<file path="src/rtl/core/icy_metadata_deinterleaver_top_assert.svh">
// Assertion macros for the ICY metadata deinterleaver top level
`ifndef ICY_METADATA_DEINTERLEAVER_TOP_ASSERT_SVH
`define ICY_METADATA_DEINTERLEAVER_TOP_ASSERT_SVH

// same-cycle implication, checked on every rising edge outside reset
`define ICY_ASSERT_NOW(lbl, ante, cons) \
  lbl: assert property (@(posedge clk) disable iff (rst) (ante) |-> (cons)) \
    else $error("icy deinterleaver check failed");

// next-cycle implication
`define ICY_ASSERT_NEXT(lbl, ante, cons) \
  lbl: assert property (@(posedge clk) disable iff (rst) (ante) |=> (cons)) \
    else $error("icy deinterleaver check failed");

`endif

</file>
<file path="src/rtl/core/imd_pkg.sv">
// Shared types and constants for the ICY metadata deinterleaver
`default_nettype none
package imd_pkg;

  localparam int BYTE_W      = 8;
  localparam int INTERVAL_W  = 20;
  localparam int LEN_W       = 12;
  localparam int BLOCK_LOG2  = 4;
  localparam int QUEUE_DEPTH = 2;
  localparam int QPTR_W      = $clog2(QUEUE_DEPTH);
  localparam int QCNT_W      = $clog2(QUEUE_DEPTH + 1);

  typedef enum logic [1:0] {
    KIND_AUDIO  = 2'd0,
    KIND_LENGTH = 2'd1,
    KIND_TEXT   = 2'd2
  } kind_t;

  typedef enum logic [1:0] {
    PH_AUDIO  = 2'd0,
    PH_LENGTH = 2'd1,
    PH_TEXT   = 2'd2
  } phase_t;

  typedef struct packed {
    logic [BYTE_W-1:0] out_byte;
    kind_t             byte_kind;
    logic              section_end;
    logic [LEN_W-1:0]  text_length;
  } res_t;

  typedef struct packed {
    logic not_empty;
    logic full;
  } q_stat_t;

endpackage
`default_nettype wire

</file>
<file path="src/rtl/core/imd_front.sv">
// Front end: byte acceptance and audio/length/text classification
`default_nettype none
module imd_front #(
  parameter int MAX_META_BLOCKS = 255
) (
  input  logic                           clk,
  input  logic                           rst,
  input  logic                           cfg_write,
  input  logic [imd_pkg::INTERVAL_W-1:0] cfg_data,
  input  logic                           in_valid,
  output logic                           in_ready,
  input  logic [imd_pkg::BYTE_W-1:0]     data_byte,
  input  imd_pkg::q_stat_t               q_stat,
  output logic                           push,
  output imd_pkg::res_t                  res
);
  import imd_pkg::*;

  logic [INTERVAL_W-1:0] meta_interval;
  logic [INTERVAL_W-1:0] audio_left, audio_left_next;
  phase_t                phase, phase_next;
  logic [LEN_W-1:0]      meta_left, meta_left_next;
  logic [LEN_W-1:0]      meta_position, meta_position_next;
  logic [LEN_W-1:0]      last_nonzero_end, last_nonzero_end_next;

  logic                  enabled;
  logic [BYTE_W-1:0]     blocks;
  logic [LEN_W-1:0]      section_len;
  logic [LEN_W-1:0]      pos_inc;
  logic [LEN_W-1:0]      left_dec;
  logic [LEN_W-1:0]      lnz_upd;
  logic [INTERVAL_W-1:0] audio_base;
  logic [INTERVAL_W-1:0] audio_dec;

  assign in_ready = !q_stat.full;
  assign push     = in_valid && in_ready;
  assign enabled  = (meta_interval != '0);

  assign blocks      = (data_byte > BYTE_W'(MAX_META_BLOCKS)) ? BYTE_W'(MAX_META_BLOCKS)
                                                              : data_byte;
  assign section_len = {blocks, {BLOCK_LOG2{1'b0}}};
  assign pos_inc     = meta_position + LEN_W'(1);
  assign left_dec    = meta_left - LEN_W'(1);
  assign lnz_upd     = (data_byte != '0) ? pos_inc : last_nonzero_end;
  assign audio_base  = (audio_left == '0) ? meta_interval : audio_left;
  assign audio_dec   = audio_base - INTERVAL_W'(1);

  // next state
  always_comb begin
    phase_next = phase;
    if (push && enabled) begin
      case (phase)
        PH_LENGTH: phase_next = (section_len == '0) ? PH_AUDIO : PH_TEXT;
        PH_TEXT:   phase_next = (left_dec == '0) ? PH_AUDIO : PH_TEXT;
        default:   phase_next = (audio_dec == '0) ? PH_LENGTH : PH_AUDIO;
      endcase
    end
  end

  // counters and result
  always_comb begin
    audio_left_next       = audio_left;
    meta_left_next        = meta_left;
    meta_position_next    = meta_position;
    last_nonzero_end_next = last_nonzero_end;
    res.out_byte          = data_byte;
    res.byte_kind         = KIND_AUDIO;
    res.section_end       = 1'b0;
    res.text_length       = '0;
    if (enabled) begin
      case (phase)
        PH_LENGTH: begin
          res.byte_kind         = KIND_LENGTH;
          meta_left_next        = section_len;
          meta_position_next    = '0;
          last_nonzero_end_next = '0;
          if (section_len == '0) begin
            res.section_end = 1'b1;
            audio_left_next = meta_interval;
          end
        end
        PH_TEXT: begin
          res.byte_kind         = KIND_TEXT;
          meta_left_next        = left_dec;
          meta_position_next    = pos_inc;
          last_nonzero_end_next = lnz_upd;
          if (left_dec == '0) begin
            res.section_end       = 1'b1;
            res.text_length       = lnz_upd;
            audio_left_next       = meta_interval;
            meta_position_next    = '0;
            last_nonzero_end_next = '0;
          end
        end
        default: begin
          audio_left_next = audio_dec;
        end
      endcase
    end
  end

  always_ff @(posedge clk) begin
    if (rst) begin
      meta_interval    <= '0;
      audio_left       <= '0;
      phase            <= PH_AUDIO;
      meta_left        <= '0;
      meta_position    <= '0;
      last_nonzero_end <= '0;
    end else if (cfg_write) begin
      meta_interval    <= cfg_data;
      audio_left       <= cfg_data;
      phase            <= PH_AUDIO;
      meta_left        <= '0;
      meta_position    <= '0;
      last_nonzero_end <= '0;
    end else if (push) begin
      audio_left       <= audio_left_next;
      phase            <= phase_next;
      meta_left        <= meta_left_next;
      meta_position    <= meta_position_next;
      last_nonzero_end <= last_nonzero_end_next;
    end
  end

endmodule
`default_nettype wire

</file>
<file path="src/rtl/core/imd_queue.sv">
// Short result queue between front and back ends
`default_nettype none
module imd_queue (
  input  logic              clk,
  input  logic              rst,
  input  logic              push,
  input  imd_pkg::res_t     push_res,
  input  logic              pop,
  output imd_pkg::res_t     head,
  output imd_pkg::q_stat_t  q_stat
);
  import imd_pkg::*;

  res_t              entries [QUEUE_DEPTH];
  logic [QPTR_W-1:0] wr_ptr;
  logic [QPTR_W-1:0] rd_ptr;
  logic [QCNT_W-1:0] count;

  assign head             = entries[rd_ptr];
  assign q_stat.not_empty = (count != '0);
  assign q_stat.full      = (count == QCNT_W'(QUEUE_DEPTH));

  always_ff @(posedge clk) begin
    if (push) begin
      entries[wr_ptr] <= push_res;
    end
  end

  always_ff @(posedge clk) begin
    if (rst) begin
      wr_ptr <= '0;
      rd_ptr <= '0;
      count  <= '0;
    end else begin
      if (push) begin
        wr_ptr <= (wr_ptr == QPTR_W'(QUEUE_DEPTH - 1)) ? '0 : wr_ptr + QPTR_W'(1);
      end
      if (pop) begin
        rd_ptr <= (rd_ptr == QPTR_W'(QUEUE_DEPTH - 1)) ? '0 : rd_ptr + QPTR_W'(1);
      end
      if (push && !pop) begin
        count <= count + QCNT_W'(1);
      end else if (pop && !push) begin
        count <= count - QCNT_W'(1);
      end
    end
  end

endmodule
`default_nettype wire

</file>
<file path="src/rtl/core/imd_back.sv">
// Back end: output register feeding the result channel
`default_nettype none
module imd_back (
  input  logic             clk,
  input  logic             rst,
  input  imd_pkg::q_stat_t q_stat,
  input  imd_pkg::res_t    head,
  output logic             pop,
  output logic             out_valid,
  input  logic             out_ready,
  output imd_pkg::res_t    out_res
);
  import imd_pkg::*;

  res_t out_reg;

  assign pop     = q_stat.not_empty && (!out_valid || out_ready);
  assign out_res = out_reg;

  always_ff @(posedge clk) begin
    if (pop) begin
      out_reg <= head;
    end
  end

  always_ff @(posedge clk) begin
    if (rst) begin
      out_valid <= 1'b0;
    end else if (pop) begin
      out_valid <= 1'b1;
    end else if (out_ready) begin
      out_valid <= 1'b0;
    end
  end

endmodule
`default_nettype wire

</file>
<file path="src/rtl/core/icy_metadata_deinterleaver_top.sv">
// Top level of the ICY metadata deinterleaver
//
// Input channel: in_valid/in_ready carry one stream byte (data_byte) per transfer.
// Output channel: out_valid/out_ready carry one tagged result per input byte:
//   out_byte (byte passed through), byte_kind (audio, length or text),
//   section_end and text_length (trailing NULs trimmed) on the closing byte.
// cfg_write/cfg_data load meta_interval and restart audio counting;
//   write it only while no bytes are in flight. Zero passes everything as audio.
// An accepted byte's result is written into the queue, then into the output register.
// Throughput: one byte per cycle sustained while the queue is not full; classification
//   is a single pass of counter updates and compares in the front end.
// A two-entry queue sits between the classifier and the output register, so
//   in_ready only drops when the queue is full, i.e. while the receiver stalls.
// Stalled results hold on the output until taken; nothing is dropped.
// Reset clears the interval to zero, the phase to audio and empties the queue.
`default_nettype none
`include "icy_metadata_deinterleaver_top_assert.svh"
module icy_metadata_deinterleaver_top #(
  parameter int MAX_META_BLOCKS = 255
) (
  input  logic                           clk,
  input  logic                           rst,
  input  logic                           cfg_write,
  input  logic [imd_pkg::INTERVAL_W-1:0] cfg_data,
  input  logic                           in_valid,
  output logic                           in_ready,
  input  logic [imd_pkg::BYTE_W-1:0]     data_byte,
  output logic                           out_valid,
  input  logic                           out_ready,
  output logic [imd_pkg::BYTE_W-1:0]     out_byte,
  output logic [1:0]                     byte_kind,
  output logic                           section_end,
  output logic [imd_pkg::LEN_W-1:0]      text_length
);
  import imd_pkg::*;

  q_stat_t q_stat;
  logic    push;
  logic    pop;
  res_t    front_res;
  res_t    head;
  res_t    out_res;

  imd_front #(
    .MAX_META_BLOCKS (MAX_META_BLOCKS)
  ) u_front (
    .clk       (clk),
    .rst       (rst),
    .cfg_write (cfg_write),
    .cfg_data  (cfg_data),
    .in_valid  (in_valid),
    .in_ready  (in_ready),
    .data_byte (data_byte),
    .q_stat    (q_stat),
    .push      (push),
    .res       (front_res)
  );

  imd_queue u_queue (
    .clk      (clk),
    .rst      (rst),
    .push     (push),
    .push_res (front_res),
    .pop      (pop),
    .head     (head),
    .q_stat   (q_stat)
  );

  imd_back u_back (
    .clk       (clk),
    .rst       (rst),
    .q_stat    (q_stat),
    .head      (head),
    .pop       (pop),
    .out_valid (out_valid),
    .out_ready (out_ready),
    .out_res   (out_res)
  );

  assign out_byte    = out_res.out_byte;
  assign byte_kind   = out_res.byte_kind;
  assign section_end = out_res.section_end;
  assign text_length = out_res.text_length;

  `ICY_ASSERT_NOW(a_stall_only_when_out_full, !in_ready, out_valid)
  `ICY_ASSERT_NOW(a_end_not_audio, out_valid && section_end, byte_kind != KIND_AUDIO)
  `ICY_ASSERT_NOW(a_len_only_at_end, out_valid && !section_end, text_length == '0)
  `ICY_ASSERT_NOW(a_empty_section_len, out_valid && section_end && byte_kind == KIND_LENGTH,
                  text_length == '0)

endmodule
`default_nettype wire

</file>
<file path="config.mk">
export PLATFORM = sky130hd
export DESIGN_NAME = icy_metadata_deinterleaver_top
export DESIGN_NICKNAME = d
export VERILOG_FILES = /design/src/rtl/core/imd_pkg.sv /design/src/rtl/core/imd_front.sv /design/src/rtl/core/imd_queue.sv /design/src/rtl/core/imd_back.sv /design/src/rtl/core/icy_metadata_deinterleaver_top.sv
export VERILOG_INCLUDE_DIRS = /design/src /design/src/rtl/core
export SDC_FILE = /design/constraint.sdc
export NUM_CORES = 1
export LEC_CHECK = 0
export ABC_AREA = 1
export ABC_CLOCK_PERIOD_IN_PS = 7800
export BUFFER_PORTS_ARGS = -buffer_cell sky130_fd_sc_hd__buf_2
export CORE_ASPECT_RATIO = 1.5
export CORE_MARGIN = 3
export CORE_UTILIZATION = 31
export CTS_BUF_LIST = sky130_fd_sc_hd__clkbuf_4 sky130_fd_sc_hd__clkbuf_8
export DETAILED_ROUTE_END_ITERATION = 10
export PLACE_DENSITY = 0.54
export SLEW_MARGIN = 20
export SYNTH_ARGS = -nofsm -noshare
export SYNTH_HDL_FRONTEND = slang
export SYNTH_HIERARCHICAL = 1
export SYNTH_SLANG_ARGS = --single-unit
</file>
<file path="constraint.sdc">
create_clock -name clk -period 7.8 [get_ports clk]
set_input_delay 0.39 -clock clk [delete_from_list [all_inputs] [get_ports clk]]
set_output_delay 0.39 -clock clk [all_outputs]
set_load 0.05 [all_outputs]
</file>
=== Yosys cells after proc, flatten, opt, wreduce, memory -nomap -nowiden ===
Memories as Yosys holds them, arrays and structs flattened. A register that Yosys moved wholly into a read port is not among the register bits.
Cells that the tools add are included.

* Memories: 1
* RAM bits: 46
* Memory bits (read-only): 0
* Output and inout bits: 25
* Register bits after elaboration: 83
* Bits of input ports: 33
* Bits in latches: 0
* Logic and storage cells: 81

{| class="wikitable"
|+ Memories
! memory !! depth !! bits a word !! read ports !! clocked after Yosys merged registers in !! wr ports !! RTL line !! text
|-
| u_queue.entries || 2 || 23 || 1 || 1 || 1 || imd_queue.sv:14 || <nowiki>res_t entries [QUEUE_DEPTH];</nowiki>
|}

* Reduce and logical (&&, ||, !) cells: 26
* Shift operators: 0
* Multiplexer cells: 31
* Eq/ne operators: 5
* Multiply operators: 0
* Bitwise logic cells: 0
* Divide/modulo/power cells: 0
* Add/subtract/negate cells: 7
* $lt $le $gt $ge: 1

{| class="wikitable"
|+ Operators by type and width
! operator !! count
|-
| $mux W20 || 6
|-
| $pmux W12 S2 || 3
|-
| $mux W12 || 4
|-
| $logic_not A20 Y1 || 2
|-
| $pmux W20 S2 || 1
|-
| $logic_not A12 Y1 || 2
|-
| $reduce_bool A20 Y1 || 1
|-
| $sub A20 B1 Y20 const B || 1
|-
| $mux W15 || 1
|-
| $mux W13 || 1
|-
| $add A12 B1 Y12 const B || 1
|-
| $reduce_bool A2 Y1 || 6
|-
| $sub A12 B1 Y12 const B || 1
|-
| $gt A8 B8 Y1 const B || 1
|-
| $mux W1 || 8
|-
| $mux W2 || 4
|-
| $mux W8 || 1
|-
| $reduce_bool A8 Y1 || 1
|-
| $ne A3 B2 Y1 const B || 2
|-
| $pmux W3 S2 || 1
|-
| $logic_and A1 B1 Y1 || 5
|-
| $eq A2 B2 Y1 const B || 2
|-
| $logic_not A1 Y1 || 4
|-
| $pmux W2 S2 || 1
|-
| other kinds (9) || 10
|}

=== Longest topological paths before layout ===
* Word-level depth: 8
* Gate-level depth with buffers: 19
* Gate-level depth less buffers: 19

=== By module ===
The synthesis kept the hierarchy.

{| class="wikitable"
|+ Modules (own cells, without submodules)
! module !! area each (um^2) !! seq. area each (um^2) !! cells each !! times used
|-
| imd_front || 5312.6 || 1561.5 || 851 || 1
|-
| imd_queue || 1889.3 || 1481.4 || 104 || 1
|-
| imd_back || 738.2 || 710.7 || 29 || 1
|}

=== Worst setup path after synthesis ===
Ideal clock, no wire load.

* Path kind: register to register
* Start: register u_back.out_valid
* End: register u_queue.count[1]
* Arrival time: 2.587 ns
* Buffers on the path: 0
* Cell stages (with the launch flop): 9
* Slack: 5.149 ns
* Data required time: 7.736 ns
* Setup time: 0.064 ns
* Cells stage by stage: dfxtp_1 -> a21oi_1 -> inv_1 -> ha_1 -> inv_1 -> nand3_1 -> nand2_1 -> inv_1 -> nor2_1

* Longest elaborated chain between the ends: 6
* Elaborated cells between the ends (all ways): 8
* Those cells by class: mux (1); reduce/logical (7)

{| class="wikitable"
|+ Ends and longest elaborated chain
! item !! RTL line !! text
|-
| start, declared || imd_back.sv:9 || <nowiki>output logic out_valid,</nowiki>
|-
| start signal, assigned || imd_back.sv:28 || <nowiki>out_valid <= 1'b0;</nowiki>
|-
| start signal, assigned || imd_back.sv:30 || <nowiki>out_valid <= 1'b1;</nowiki>
|-
| start signal, assigned || imd_back.sv:32 || <nowiki>out_valid <= 1'b0;</nowiki>
|-
| $logic_not A1 Y1 (*) || imd_back.sv:17 || <nowiki>assign pop = q_stat.not_empty && (!out_valid || out_ready);</nowiki>
|-
| $logic_or A1 B1 Y1 (*) || imd_back.sv:17 ||
|-
| $logic_and A1 B1 Y1 (*) || imd_back.sv:17 ||
|-
| named net pop || icy_metadata_deinterleaver_top.sv:39 || <nowiki>logic pop;</nowiki>
|-
| $logic_not A1 Y1 || imd_queue.sv:41 || <nowiki>if (push && !pop) begin</nowiki>
|-
| $logic_and A1 B1 Y1 || imd_queue.sv:41 ||
|-
| $mux W2 / $reduce_bool A2 Y1 (equally long branches) || -- ||
|-
| end signal, assigned || imd_queue.sv:42 || <nowiki>count <= count + QCNT_W'(1);</nowiki>
|-
| end signal, assigned || imd_queue.sv:44 || <nowiki>count <= count - QCNT_W'(1);</nowiki>
|-
| end, declared || imd_queue.sv:17 || <nowiki>logic [QCNT_W-1:0] count;</nowiki>
|}

The timed path passes the listed nets; every way through them passes the cells marked *.
A chain may end at the register's enable or synchronous reset.

=== Worst setup path in the final report ===
* Start: register u_front.audio_left[3]
* End: register u_front.audio_left[14]

* Longest elaborated chain between the ends: 7

{| class="wikitable"
|+ Ends and longest elaborated chain
! item !! RTL line !! text
|-
| start, declared || imd_front.sv:20 || <nowiki>logic [INTERVAL_W-1:0] audio_left, audio_left_next;</nowiki>
|-
| start signal, assigned || imd_front.sv:112 || <nowiki>audio_left <= cfg_data;</nowiki>
|-
| start signal, assigned || imd_front.sv:118 || <nowiki>audio_left <= audio_left_next;</nowiki>
|-
| $logic_not A20 Y1 || imd_front.sv:45 || <nowiki>assign audio_base = (audio_left == '0) ? meta_interval : audio_left;</nowiki>
|-
| $mux W20 (*) || imd_front.sv:45 ||
|-
| $sub A20 B1 Y20 (*) || imd_front.sv:46 || <nowiki>assign audio_dec = audio_base - INTERVAL_W'(1);</nowiki>
|-
| $pmux W20 S2 (*) || imd_front.sv:71 || <nowiki>case (phase)</nowiki>
|-
| $mux W20 (*) || imd_front.sv:70 || <nowiki>if (enabled) begin</nowiki>
|-
| $mux W20 (*) || imd_front.sv:117 || <nowiki>end else if (push) begin</nowiki>
|-
| $mux W20 (*) || imd_front.sv:110 || <nowiki>end else if (cfg_write) begin</nowiki>
|}

Mark *: on every way between the ends. The rest lies on a longest branch, timed or not. The select of a mux whose other input is x is not followed.

==> run summary <==
Worst-Margin Slew - 1.01 ns
CP top delay family - simple AND/OR/NAND/NOR gates
WP data required - 8.15 ns
Most common cell after layout, fill and taps aside - nand2_1
Synth Area in Adders - 0.0142
Max-cap violations - 0
CTS buffer count - 17
Hpwl dp - 14.1 mm
Die Wd - 137 um
Crit path cell chain - nor2_1 -> nand2_1 -> nor2_2 -> nand3_2 -> nand2_1 -> nand2_2 -> ha_1 -> nand3_1 -> nor2_1 -> nand2_1 -> inv_1 -> nand2_1 -> nand2_1 -> nand2_1 -> nand2_1 -> o211ai_1 -> nand2_1 -> nor2_1 -> nor2_1
Critical path data arrival time - 3.65 ns
Register bit count reported by yosys - 153
Async S/R FF share, synth - 0
Hold buffer count at cts - 0
Largest family of logic cells by synthesized area - simple AND/OR/NAND/NOR gates
Lkg Pwr - 3.53 nW
Setup slack at placement - 4.57 ns
Power, Total - 2.41 mW
XOR/XNOR share of the synthesized area - 0.0188
Worst hold path cell count - 1
Synth Flop Type - dfxtp_1
Clk sinks - 153
H-Tree Depth - 4
Final period util - 0.424
Synth Area in Simple Gates - 0.252
CP max stage delay - 0.70 ns
Cell taking the most area after synthesis - edfxtp_1
Starting Density - 0.316
CP Launch Type - flip-flop
# DRC - 0
DR iter-0 viols - 338
R2R Path Start - u_front/audio_left[3]$_SDFFE_PP0P_
Number of gates resized after CTS - 0
FF-to-FF path depth - 19
Longest Clk Path Bufs - 2
CP max FO - 22
Die Span Y - 202 um
Area Growth Syn to Fin - 10.5%
Worst hold path type - in2reg
Final ANT Viol Nets - 0
Post-synth EDFFs - 69
Inserted Diodes - 0
Net Count, Synth - 1026
Total GRT Usage - 0.147
Yosys Warn Count - 6
Via count of the routed design - 6529
Setup violations, final - 0
Vias per cell - 4.80
Hold Startpoint - data_byte[4]
Complex-gate fraction of the synthesized area - 0.113
Mean cell area of the mapped netlist - 8.07 sq um
Final Hold Slack - 0.164 ns
Share of the synthesized area in the top cell type - 0.261
Die Area - 27600 sq um
R2R setup slack - 4.49 ns
Status - finished clean
Final Non-Filler Cells - 1359
Worst setup margin - 4.49 ns
Clock Root Buffer - clkbuf_8
Crit. Startpoint - u_front/audio_left[3]$_SDFFE_PP0P_
Largest net degree at the start of global routing - 39
Cells after Synth - 984
IO Pins - 58
Setup TNS - 0 ns
Port bufs - 57
Vias in the first global route - 6356
GRT Residual Overflow - 0
Fin util - 0.349
Reg2reg end - u_front/audio_left[14]$_SDFFE_PP0P_
Synth top area cells - edfxtp_1 26%, dfxtp_1 21%, nand2_1 11%
Setup bufs post-CTS - 0
VDD IR max - 0.000152 V
Yosys cell types - 47
RSZ-0062 raised after global routing - no
Slowest cell on crit path - nor2_2
Sequential-to-total area share from yosys stat - 0.473
Most used cell, CP - nand2_1
DR WL/cell - 14.7 um
Std-Cell Core Area - 25100 sq um
Fin crit period - 3.31 ns
Slew Limit Headroom - 0.323
Achievable Freq - 302 MHz
Worst setup EP type - flip-flop
Initial antenna violation count - 0
Rows - 71
Layout Skew - 0.00956 ns
Drt first pass iters - 6
CTS tree - yes
Synthesized area - 7940 sq um
Final Max Slew Viols - 0
GPL Wtd Cong - 0.937
Clock Pin Slew Worst Setup and Hold Paths - 0.09 ns
Multiplexer share of the synthesized area - 0.0326
Most frequent cells in the layout - 233 x nand2_1, 118 x inv_1, 93 x nor2_1
CP Buf/Inv Count - 1
Final hold vios - 0
Placed cells - 1328
Post-route cell area - 8770 sq um
First-pass GRT wire length - 32.0 mm
Layout cells sized above 1 - 0.171
Dpl cell area - 8410 sq um
Worst Hold Endpoint - u_queue/entries[1][19]$_DFFE_PP_
Clk_lat worst skew - 0.46 ns
WS Path Type - reg2reg
Final nets - 1061
Drt total wl - 19.9 mm
Pwr dens - 275 nW/um^2
[registers in the layout (all words and copies together) (netlist names), named ones only]
name and count:
u_front/last_nonzero_end 12, u_front/meta_interval 20, u_front/meta_position 12, u_front/audio_left 20
u_queue/wr_ptr 1, u_back/out_valid 1, u_queue/rd_ptr 1, u_back/out_res 23
u_front/phase 2, u_queue/count 2, u_queue/entries 46, u_front/meta_left 12
[per-layer routing]
metal | wire (um) | vias up | global-route usage
li1 | - | 3305 | -
met1 | 8070 | 3050 | 0.165
met2 | 10500 | 138 | 0.264
met3 | 731 | 36 | 0.0301
met4 | 581 | 0 | 0.0638
met5 | 0 | - | 0
[layout make-up]
cell class,instances,area [sq um]
well taps,328,410
inverters,130,490
multi-input cells,654,3420
clock inverters,13,120
flip-flops and latches,153,3750
fillers,2654,16400
clock buffers,18,241
repair buffers,63,330
[synthesized netlist by cell type, types with 4 or more instances]
master    number
nand2_1      233
inv_1        118
nor2_1        94
dfxtp_1       84
edfxtp_1      69
a21oi_1       57
nand3_1       47
o21ai_0       36
nand4_1       30
clkbuf_1      25
mux2_2        23
o22ai_1       22
xor2_1        14
nor2_2        13
buf_4         12
a21oi_2       10
ha_1           9
inv_2          8
nand2_2        8
nor3_1         7
a21boi_0       6
o21ai_1        6
a221oi_1       5
buf_6          5
o211ai_1       5
or2_2          4
[where the power goes]
group / total [mW] / switching [mW] / internal [mW] / leakage (nW)
combinational: 0.783 / 0.567 / 0.216 / 2.01
sequential: 1.06 / 0.0597 / 0.998 / 1.35
clock: 0.571 / 0.315 / 0.256 / 0.171
total: 2.41 / 0.942 / 1.47 / 3.53
[how the worst max path moves through the flow]
stage | endpoint | depth (start not counted)
floorplan | u_queue/count[1]$_SDFFE_PP0P_ | 8
global placement | u_front/meta_left[8]$_SDFFE_PP0P_ | 9
detailed placement | u_front/audio_left[14]$_SDFFE_PP0P_ | 19
CTS | u_front/audio_left[14]$_SDFFE_PP0P_ | 19
global route | u_front/audio_left[14]$_SDFFE_PP0P_ | 19
finish | u_front/audio_left[14]$_SDFFE_PP0P_ | 19
[logic make-up (layout without fill, tap and decap cells)]
logic type,after synthesis,in the layout
buffers and inverters,177,224
AND/OR/NAND/NOR,452,452
XOR/XNOR,17,17
flip-flops,153,153
AO/OA/AOI/OAI,153,153
adder cells (fa/ha/maj),9,9
multiplexers,23,23
Note: power is estimated with default switching activity, not from simulation.
